<file path="src/rtl/core/dtv_pkg.sv">
// shared constants, widths and lookup functions for the date/time validator
package dtv_pkg;

  localparam int unsigned YEAR_W    = 10;
  localparam int unsigned MONTH_W   = 4;
  localparam int unsigned DAY_W     = 6;
  localparam int unsigned HOUR_W    = 5;
  localparam int unsigned MINUTE_W  = 6;
  localparam int unsigned SECOND_W  = 6;
  localparam int unsigned WDAY_W    = 3;
  localparam int unsigned MLEN_W    = 5;
  localparam int unsigned FULLY_W   = 12;

  localparam logic [FULLY_W-1:0]  YEAR_BASE    = 12'd1900;
  localparam logic [YEAR_W-1:0]   YEAR_OFS_MIN = 10'd100;
  localparam logic [YEAR_W-1:0]   YEAR_OFS_MAX = 10'd200;
  localparam logic [HOUR_W-1:0]   HOUR_MAX     = 5'd23;
  localparam logic [MINUTE_W-1:0] MINUTE_MAX   = 6'd59;
  localparam logic [SECOND_W-1:0] SECOND_MAX   = 6'd60;
  localparam logic [WDAY_W-1:0]   WEEKDAY_NONE = 3'd7;
  localparam logic [WDAY_W-1:0]   WEEKDAY_SUN  = 3'd6;
  localparam logic [MONTH_W-1:0]  MONTH_FEB    = 4'd1;
  localparam logic [MONTH_W-1:0]  MONTH_DEC    = 4'd11;

  // floor(x / 100) == (x * 5243) >> 19 for x below 4096
  localparam logic [12:0] DIV100_RECIP = 13'd5243;
  localparam int unsigned DIV100_SHIFT = 19;

  // days in month by zero-based month index, 0 for codes past december
  function automatic logic [MLEN_W-1:0] base_month_len(input logic [MONTH_W-1:0] mon);
    logic [MLEN_W-1:0] len;
    case (mon)
      4'd0, 4'd2, 4'd4, 4'd6, 4'd7, 4'd9, 4'd11: len = 5'd31;
      4'd3, 4'd5, 4'd8, 4'd10:                   len = 5'd30;
      4'd1:                                      len = 5'd28;
      default:                                   len = 5'd0;
    endcase
    return len;
  endfunction

  // floor(3 * (m + 1) / 5) for the shifted month 3..14
  function automatic logic [3:0] month_term(input logic [MONTH_W-1:0] m);
    logic [3:0] t;
    case (m)
      4'd3:         t = 4'd2;
      4'd4, 4'd5:   t = 4'd3;
      4'd6, 4'd7:   t = 4'd4;
      4'd8:         t = 4'd5;
      4'd9, 4'd10:  t = 4'd6;
      4'd11, 4'd12: t = 4'd7;
      4'd13:        t = 4'd8;
      4'd14:        t = 4'd9;
      default:      t = 4'd0;
    endcase
    return t;
  endfunction

endpackage

</file>
<file path="src/rtl/core/dtv_in_if.sv">
// input channel: one broken-down time per transaction
interface dtv_in_if;
  logic                           valid;
  logic                           ready;
  logic [dtv_pkg::YEAR_W-1:0]     years_since_1900;
  logic [dtv_pkg::MONTH_W-1:0]    month_index;
  logic [dtv_pkg::DAY_W-1:0]      day_value;
  logic [dtv_pkg::HOUR_W-1:0]     hour_value;
  logic [dtv_pkg::MINUTE_W-1:0]   minute_value;
  logic [dtv_pkg::SECOND_W-1:0]   second_value;
  logic [dtv_pkg::WDAY_W-1:0]     given_weekday;

  modport source (output valid, years_since_1900, month_index, day_value, hour_value,
                  minute_value, second_value, given_weekday, input ready);
  modport sink (input valid, years_since_1900, month_index, day_value, hour_value,
                minute_value, second_value, given_weekday, output ready);
endinterface

</file>
<file path="src/rtl/core/dtv_out_if.sv">
// output channel: validity, weekday and month length per transaction
interface dtv_out_if;
  logic                           valid;
  logic                           ready;
  logic                           time_valid;
  logic [dtv_pkg::WDAY_W-1:0]     computed_weekday;
  logic [dtv_pkg::MLEN_W-1:0]     month_length;

  modport source (output valid, time_valid, computed_weekday, month_length, input ready);
  modport sink (input valid, time_valid, computed_weekday, month_length, output ready);
endinterface

</file>
<file path="src/rtl/core/date_time_validator_weekday_core.sv">
// Checks a broken-down calendar time and computes its weekday and month length.
// din carries one time per transaction: years since 1900, month 0-11, day, hour,
// minute, second and a claimed weekday (0 = Sunday, 7 = not given). dout returns
// time_valid, the weekday by the Kim Larsen formula (0 = Monday) and the number
// of days in the month (0 for a bad month code).
// The work runs through four register stages: input decode, constant-reciprocal
// quotients, weekday sum and leap rule, then mod-7 fold and checks. The result
// is held on dout until taken; one transaction is taken every cycle while dout
// is ready, since then every stage moves each cycle.
// Each stage holds a valid bit and moves on when the stage after it is empty
// or moving, so bubbles are squeezed out and a stalled dout only backs up the
// stages that are full; din.ready drops once all four hold items while dout stalls.
// Synchronous reset clears the valid bits; no result is pending afterwards.
module date_time_validator_weekday_core (
  input logic       clk,
  input logic       rst,
  dtv_in_if.sink    din,
  dtv_out_if.source dout
);
  import dtv_pkg::*;

  logic v1, v2, v3, v4;
  logic adv1, adv2, adv3, adv4;

  // stage 1 registers
  logic                  s1_mon_ok;
  logic                  s1_range_ok;
  logic [MONTH_W-1:0]    s1_mon;
  logic [MONTH_W-1:0]    s1_madj;
  logic [DAY_W-1:0]      s1_day;
  logic [FULLY_W-1:0]    s1_year;
  logic [FULLY_W-1:0]    s1_yadj;
  logic                  s1_given;
  logic [WDAY_W-1:0]     s1_claimed;

  // stage 2 registers
  logic                  s2_mon_ok;
  logic                  s2_range_ok;
  logic [MONTH_W-1:0]    s2_mon;
  logic [DAY_W-1:0]      s2_day;
  logic [FULLY_W-1:0]    s2_year;
  logic [FULLY_W-1:0]    s2_partial;
  logic [4:0]            s2_q100;
  logic [2:0]            s2_q400;
  logic [4:0]            s2_yq100;
  logic [2:0]            s2_yq400;
  logic                  s2_given;
  logic [WDAY_W-1:0]     s2_claimed;

  // stage 3 registers
  logic                  s3_mon_ok;
  logic                  s3_range_ok;
  logic [DAY_W-1:0]      s3_day;
  logic [FULLY_W-1:0]    s3_sum;
  logic [MLEN_W-1:0]     s3_mlen;
  logic                  s3_given;
  logic [WDAY_W-1:0]     s3_claimed;

  // output registers
  logic                  time_valid;
  logic [WDAY_W-1:0]     computed_weekday;
  logic [MLEN_W-1:0]     month_length;

  assign adv4 = !v4 || dout.ready;
  assign adv3 = !v3 || adv4;
  assign adv2 = !v2 || adv3;
  assign adv1 = !v1 || adv2;
  assign din.ready = adv1;

  always_ff @(posedge clk) begin
    if (rst) begin
      v1 <= 1'b0;
      v2 <= 1'b0;
      v3 <= 1'b0;
      v4 <= 1'b0;
    end else begin
      if (adv1) v1 <= din.valid;
      if (adv2) v2 <= v1;
      if (adv3) v3 <= v2;
      if (adv4) v4 <= v3;
    end
  end

  // stage 1: decode fields, shift january and february into the previous year
  logic                  c1_early;
  logic [FULLY_W-1:0]    c1_year;

  always_comb begin
    c1_early = din.month_index <= MONTH_FEB;
    c1_year  = {{(FULLY_W-YEAR_W){1'b0}}, din.years_since_1900} + YEAR_BASE;
  end

  always_ff @(posedge clk) begin
    if (adv1) begin
      s1_mon_ok   <= din.month_index <= MONTH_DEC;
      s1_range_ok <= din.years_since_1900 >= YEAR_OFS_MIN
                  && din.years_since_1900 <= YEAR_OFS_MAX
                  && din.hour_value <= HOUR_MAX
                  && din.minute_value <= MINUTE_MAX
                  && din.second_value <= SECOND_MAX;
      s1_mon      <= din.month_index;
      s1_madj     <= c1_early ? din.month_index + 4'd13 : din.month_index + 4'd1;
      s1_day      <= din.day_value;
      s1_year     <= c1_year;
      s1_yadj     <= c1_year - {{(FULLY_W-1){1'b0}}, c1_early};
      s1_given    <= din.given_weekday != WEEKDAY_NONE;
      s1_claimed  <= (din.given_weekday == 3'd0) ? WEEKDAY_SUN
                                                 : din.given_weekday - 3'd1;
    end
  end

  // stage 2: quotients by 100 and 400 through reciprocal multiplies
  logic [24:0]           p_q100, p_q400, p_yq100, p_yq400;
  logic [FULLY_W-1:0]    c2_partial;

  always_comb begin
    p_q100  = {13'b0, s1_yadj} * {12'b0, DIV100_RECIP};
    p_q400  = {15'b0, s1_yadj[FULLY_W-1:2]} * {12'b0, DIV100_RECIP};
    p_yq100 = {13'b0, s1_year} * {12'b0, DIV100_RECIP};
    p_yq400 = {15'b0, s1_year[FULLY_W-1:2]} * {12'b0, DIV100_RECIP};
    c2_partial = {{(FULLY_W-DAY_W){1'b0}}, s1_day}
               + {{(FULLY_W-MONTH_W-1){1'b0}}, s1_madj, 1'b0}
               + {8'b0, month_term(s1_madj)}
               + s1_yadj
               + {2'b0, s1_yadj[FULLY_W-1:2]};
  end

  always_ff @(posedge clk) begin
    if (adv2) begin
      s2_mon_ok   <= s1_mon_ok;
      s2_range_ok <= s1_range_ok;
      s2_mon      <= s1_mon;
      s2_day      <= s1_day;
      s2_year     <= s1_year;
      s2_partial  <= c2_partial;
      s2_q100     <= p_q100[DIV100_SHIFT+4:DIV100_SHIFT];
      s2_q400     <= p_q400[DIV100_SHIFT+2:DIV100_SHIFT];
      s2_yq100    <= p_yq100[DIV100_SHIFT+4:DIV100_SHIFT];
      s2_yq400    <= p_yq400[DIV100_SHIFT+2:DIV100_SHIFT];
      s2_given    <= s1_given;
      s2_claimed  <= s1_claimed;
    end
  end

  // stage 3: finish the weekday sum, apply the gregorian leap rule
  logic                  c3_leap;
  logic [MLEN_W-1:0]     c3_mlen;
  logic [FULLY_W-1:0]    c3_cent, c3_quad;

  always_comb begin
    c3_cent = {7'b0, s2_yq100} * 12'd100;
    c3_quad = {9'b0, s2_yq400} * 12'd400;
    c3_leap = (s2_year[1:0] == 2'b00 && c3_cent != s2_year) || c3_quad == s2_year;
    if (s2_mon == MONTH_FEB && c3_leap) begin
      c3_mlen = 5'd29;
    end else begin
      c3_mlen = base_month_len(s2_mon);
    end
  end

  always_ff @(posedge clk) begin
    if (adv3) begin
      s3_mon_ok   <= s2_mon_ok;
      s3_range_ok <= s2_range_ok;
      s3_day      <= s2_day;
      s3_sum      <= s2_partial - {7'b0, s2_q100} + {9'b0, s2_q400};
      s3_mlen     <= c3_mlen;
      s3_given    <= s2_given;
      s3_claimed  <= s2_claimed;
    end
  end

  // stage 4: mod 7 by folding octal digits, since 8 is 1 mod 7
  logic [4:0]            c4_fold1;
  logic [3:0]            c4_fold2;
  logic [WDAY_W-1:0]     c4_wd;
  logic                  c4_ok;

  always_comb begin
    c4_fold1 = {2'b0, s3_sum[2:0]} + {2'b0, s3_sum[5:3]}
             + {2'b0, s3_sum[8:6]} + {2'b0, s3_sum[11:9]};
    c4_fold2 = {1'b0, c4_fold1[2:0]} + {2'b0, c4_fold1[4:3]};
    c4_wd    = (c4_fold2 >= 4'd7) ? 3'(c4_fold2 - 4'd7) : c4_fold2[2:0];
    c4_ok    = s3_mon_ok && s3_range_ok
            && s3_day != '0 && {1'b0, s3_mlen} >= s3_day
            && (!s3_given || s3_claimed == c4_wd);
  end

  always_ff @(posedge clk) begin
    if (adv4) begin
      time_valid       <= c4_ok;
      computed_weekday <= s3_mon_ok ? c4_wd : '0;
      month_length     <= s3_mlen;
    end
  end

  assign dout.valid            = v4;
  assign dout.time_valid       = time_valid;
  assign dout.computed_weekday = computed_weekday;
  assign dout.month_length     = month_length;

  a_wd_range: assert property (@(posedge clk) disable iff (rst)
    v4 |-> computed_weekday <= WEEKDAY_SUN)
    else $error("weekday out of range");

  a_bad_month: assert property (@(posedge clk) disable iff (rst)
    v4 && month_length == '0 |-> !time_valid && computed_weekday == '0)
    else $error("bad month reported as valid or with a weekday");

  a_valid_len: assert property (@(posedge clk) disable iff (rst)
    v4 && time_valid |-> month_length >= 5'd28)
    else $error("valid time with short month length");

  a_advance: assert property (@(posedge clk) disable iff (rst)
    v1 && adv2 |=> v2)
    else $error("item lost between stage 1 and stage 2");

endmodule

</file>
<file path="src/flat_wrapper.sv">
// flat-port wrapper written by rule: the top's interface ports become plain ports
module date_time_validator_weekday_core_flat import dtv_pkg::*;
  (clk, rst, din_valid, din_years_since_1900, din_month_index, din_day_value, din_hour_value, din_minute_value, din_second_value, din_given_weekday, din_ready, dout_valid, dout_time_valid, dout_computed_weekday, dout_month_length, dout_ready);
  dtv_in_if din_i ();
  dtv_out_if dout_i ();
  input logic clk;
  input logic rst;
  input wire logic [$bits(din_i.valid)-1:0] din_valid;
  input wire logic [$bits(din_i.years_since_1900)-1:0] din_years_since_1900;
  input wire logic [$bits(din_i.month_index)-1:0] din_month_index;
  input wire logic [$bits(din_i.day_value)-1:0] din_day_value;
  input wire logic [$bits(din_i.hour_value)-1:0] din_hour_value;
  input wire logic [$bits(din_i.minute_value)-1:0] din_minute_value;
  input wire logic [$bits(din_i.second_value)-1:0] din_second_value;
  input wire logic [$bits(din_i.given_weekday)-1:0] din_given_weekday;
  output wire logic [$bits(din_i.ready)-1:0] din_ready;
  output wire logic [$bits(dout_i.valid)-1:0] dout_valid;
  output wire logic [$bits(dout_i.time_valid)-1:0] dout_time_valid;
  output wire logic [$bits(dout_i.computed_weekday)-1:0] dout_computed_weekday;
  output wire logic [$bits(dout_i.month_length)-1:0] dout_month_length;
  input wire logic [$bits(dout_i.ready)-1:0] dout_ready;
  assign din_i.valid = din_valid;
  assign din_i.years_since_1900 = din_years_since_1900;
  assign din_i.month_index = din_month_index;
  assign din_i.day_value = din_day_value;
  assign din_i.hour_value = din_hour_value;
  assign din_i.minute_value = din_minute_value;
  assign din_i.second_value = din_second_value;
  assign din_i.given_weekday = din_given_weekday;
  assign din_ready = din_i.ready;
  assign dout_valid = dout_i.valid;
  assign dout_time_valid = dout_i.time_valid;
  assign dout_computed_weekday = dout_i.computed_weekday;
  assign dout_month_length = dout_i.month_length;
  assign dout_i.ready = dout_ready;
  date_time_validator_weekday_core u_core (.clk(clk), .rst(rst), .din(din_i), .dout(dout_i));
endmodule
</file>
<file path="config.mk">
export PLATFORM = sky130hd
export DESIGN_NAME = date_time_validator_weekday_core_flat
export DESIGN_NICKNAME = d
export VERILOG_FILES = /design/src/rtl/core/dtv_pkg.sv /design/src/rtl/core/dtv_in_if.sv /design/src/rtl/core/dtv_out_if.sv /design/src/rtl/core/date_time_validator_weekday_core.sv /design/src/flat_wrapper.sv
export SDC_FILE = /design/constraint.sdc
export NUM_CORES = 1
export LEC_CHECK = 0
export ABC_AREA = 1
export CAP_MARGIN = 20
export CORE_MARGIN = 4
export CORE_UTILIZATION = 56
export DETAILED_ROUTE_END_ITERATION = 6
export DONT_BUFFER_PORTS = 1
export GPL_TIMING_DRIVEN = 0
export PLACE_DENSITY = 0.8
export SYNTH_ARGS = -nofsm -noshare
export SYNTH_HDL_FRONTEND = slang
export SYNTH_SLANG_ARGS = --single-unit
</file>
<file path="constraint.sdc">
create_clock -name clk -period 5.5 [get_ports clk]
set_input_delay 0.825 -clock clk [delete_from_list [all_inputs] [get_ports clk]]
set_output_delay 0.825 -clock clk [all_outputs]
set_load 0.01 [all_outputs]
</file>
==> insert_results.sql <==
INSERT INTO impl_metrics (metric_group, metric, value, unit) VALUES
('sta', 'finalClockSkew', '0.0134', 'ns'),
('clocking', 'clock_tree_from_tritoncts', 'yes', ''),
('die', 'floorplan.die_area', '31200', 'sq um'),
('critical_path', 'critPathBufInv', '5', ''),
('synthesis', 'ys_ff_latch', '142', ''),
('die', 'placementRows', '61', ''),
('critical_path', 'cp.arrival', '5.24', 'ns'),
('critical_path', 'path_depth', '19', ''),
('sta', 'layout_worst_path_cycle_share', '0.920', ''),
('clocking', 'postCtsSetupRepairBufs', '0', ''),
('sta', 'worst_slew_pin_slew', '0.852', 'ns'),
('sta', 'fmax', '0.198', 'GHz'),
('final_layout', 'multi_input_comb_area', '9950', 'sq um'),
('grt', 'first_global_vias', '11861', ''),
('flow_run', 'max_cap_violations', '0', ''),
('drt', 'total_via_count_after_detailed_routing', '11458', ''),
('place', 'postPlaceCellArea', '16400', 'sq um'),
('outcome', 'outcome', 'finished, final reports clean', ''),
('grt', 'antenna_violations_before_repair', '1', ''),
('sta', 'timing.final.crit_period', '5.06', 'ns'),
('place', 'number_of_port_buffers', '0', ''),
('clocking', 'cts-htree-levels', '4', ''),
('final_layout', 'proportion_of_layout_cells_with_a_drive_suffix_above_1', '0.0464', ''),
('critical_path', 'launch_instance_of_the_worst_register_to_register_path', 'u_core.s1_yadj[6]', ''),
('sta', 'grt_setup_unrepaired', 'no', ''),
('die', 'floorplan.die.height', '177', 'microns'),
('synthesis', 'synthArstFlopShare', '0', ''),
('clocking', 'clk_latency', '0.43', 'ns'),
('clocking', 'cts_repair_resize_count', '0', ''),
('synthesis', 'number_of_synthesized_flops_with_an_enable_pin', '134', ''),
('critical_path', 'path_class', 'flip-flop to flip-flop', ''),
('clocking', 'cts.path.max_buffers', '2', ''),
('final_layout', 'area_growth_syn_to_layout', '7.15', '%'),
('grt', 'largest_net_degree_at_the_start_of_global_routing', '59', ''),
('sta', 'fin_setup_tns', '0', 'ns'),
('critical_path', 'critPathCaptureType', 'flip-flop', ''),
('worst_hold_path', 'hold_start', 'u_core.s2_mon_ok', ''),
('sta', 'finalMaxSlewViolations', '0', ''),
('synthesis', 'yosysWarnings', '0', ''),
('die', 'die_width', '177', 'microns'),
('synthesis', 'ys_dominant_reg_cell', 'edfxtp_1', ''),
('final_layout', 'layout_common_cells', '465 x inv_1, 289 x nand2_1, 278 x ha_1, 134 x edfxtp_1, 133 x fa_1', ''),
('drt', 'ant_nets', '0', ''),
('clocking', 'cts_hold_buffers', '0', ''),
('critical_path', 'timing.critical_path.slowest_cell_delay', '0.67', 'ns'),
('die', 'floorplan.io_pins', '55', ''),
('critical_path', 'family_with_the_most_delay_on_the_worst_path', 'adder cells', ''),
('critical_path', 'rr_endpoint', 'u_core.s2_q100[4]', ''),
('drt', 'detail_route.vias_per_cell', '5.24', ''),
('final_layout', 'ff_latch_area', '4180', 'sq um'),
('clocking', 'cts_root_buf', 'clkbuf_16', ''),
('critical_path', 'crit_path_start_kind', 'flip-flop', ''),
('synthesis', 'netlist-cell-type-count', '44', ''),
('synthesis', 'syn_nets', '2231', ''),
('drt', 'drt_pre_antenna_iters', '6', ''),
('clocking', 'path_clk_slew', '0.07', 'ns'),
('worst_hold_path', 'worst_hold_path.endpoint', 'u_core.s3_mon_ok', ''),
('sta', 'relSlewSlack', '0.432', ''),
('synthesis', 'synthesis.instances', '1776', ''),
('drt', 'route.detailed.wl_per_inst', '15.3', 'microns'),
('drt', 'wirelength', '33400', 'microns'),
('synthesis', 'post_synth.cell_area_avg', '8.97', 'sq um'),
('grt', 'met3_usage', '0.0429', ''),
('critical_path', 'worstPathRequired', '5.68', 'ns'),
('grt', 'grtUsageTotal', '0.224', ''),
('critical_path', 'depth_of_the_worst_register_to_register_path', '19', ''),
('final_layout', 'antenna_cells', '0', ''),
('place', 'gp_routability_congestion', '0.918', ''),
('clocking', 'numClockSinks', '142', ''),
('drt', 'route.detailed.drc', '0', ''),
('grt', 'grt_first_pass_wirelength', '56000', 'microns');
[worst register-to-register path, cell delays in order, from the launching register on]
cell and delay, ns:
edfxtp_1 0.51, inv_1 0.19, fa_1 0.67, fa_1 0.47, fa_1 0.52, inv_1 0.08, fa_1 0.55, inv_1 0.06
fa_1 0.55, inv_1 0.05, ha_1 0.35, nand2_1 0.12, nor2_1 0.18, o21ai_0 0.11, nand2_1 0.07, nand2_1 0.04
nand3_1 0.13, nand2_1 0.07, inv_1 0.06, nor2_1 0.03
[sequential cells by signal, summed over array words and instances (netlist names), 5 cells and up, named ones only]
name               count
u_core.s1_yadj        12
u_core.s1_year        12
u_core.s2_partial     12
u_core.s2_year        12
u_core.s3_sum         12
u_core.s1_day          6
u_core.s2_day          6
u_core.s3_day          6
u_core.s2_q100         5
u_core.s2_yq100        5
[kinds of logic (layout without fill, tap and decap cells)]
| family | after synthesis | in the layout | synth area share |
|---|---|---|---|
| AO/OA/AOI/OAI | 156 | 156 | 0.0556 |
| flip-flops | 142 | 142 | 0.263 |
| XOR/XNOR | 59 | 59 | 0.0347 |
| AND/OR/NAND/NOR | 532 | 532 | 0.149 |
| adder cells (fa/ha/maj) | 411 | 411 | 0.385 |
| buffers and inverters | 476 | 509 | 0.113 |
[layer usage]
metal | share of wire | vias up
li1 | - | 5659
met1 | 0.43 | 5446
met2 | 0.47 | 291
met3 | 0.068 | 60
met4 | 0.024 | 2
met5 | 0.00039 | -
[metrics by stage]
step	utilization	setup slack (ns)	cells	hold WS [ns]
final	0.611	0.440	2187	0.419
after floorplan	-	0.931	1776	0.400
after global placement	0.587	0.470	2154	0.401
after CTS	0.610	0.435	2186	0.421
after detailed placement	0.587	0.469	2154	0.405
after global routing	0.611	0.165	2187	0.423
[cells in the mapped netlist (6+ instances only)]
cell type  count  area share
fa_1         133        0.17
o21bai_1       6      0.0028
xor2_1        31       0.017
inv_1        465        0.11
nand3_2        6      0.0038
nor2_1       102       0.024
edfxtp_1     134        0.25
ha_1         278        0.22
nor3_1         8      0.0025
a21oi_1       74       0.023
nand2_1      289       0.068
nand3_1       64       0.020
dfxtp_1        8       0.010
o21ai_0       38       0.012
a31oi_1        9      0.0035
inv_2          7      0.0016
a21o_1        13      0.0061
xnor2_1       24       0.013
nand2_2        9      0.0035
o21ai_1        6      0.0019
nand4_1       26       0.010
[final cells by class]
cell class | count | share of cell area
buffer | 2 | 0.000879
clock inverter | 12 | 0.0106
multi-input combinational | 1158 | 0.583
sequential | 142 | 0.245
tap | 378 | 0.0277
clock buffer | 20 | 0.0267
inverter | 474 | 0.104
timing repair buffer | 1 | 0.00161
[how the worst max path moves through the flow]
stage	endpoint	slack (ns)	from
after floorplan	u_core.s2_q100[4]	0.93	u_core.s1_yadj[9]
after global placement	u_core.s2_q100[4]	0.47	u_core.s1_yadj[6]
after detailed placement	u_core.s2_q100[4]	0.47	u_core.s1_yadj[6]
after CTS	u_core.s2_q100[4]	0.44	u_core.s1_yadj[6]
after global routing	u_core.s2_q100[4]	0.17	u_core.s1_yadj[6]
final	u_core.s2_q100[4]	0.44	u_core.s1_yadj[6]
Power is left out: the tool's default activity adds up to more than one toggle a clock period on the data nets, which glitch-free logic cannot reach.
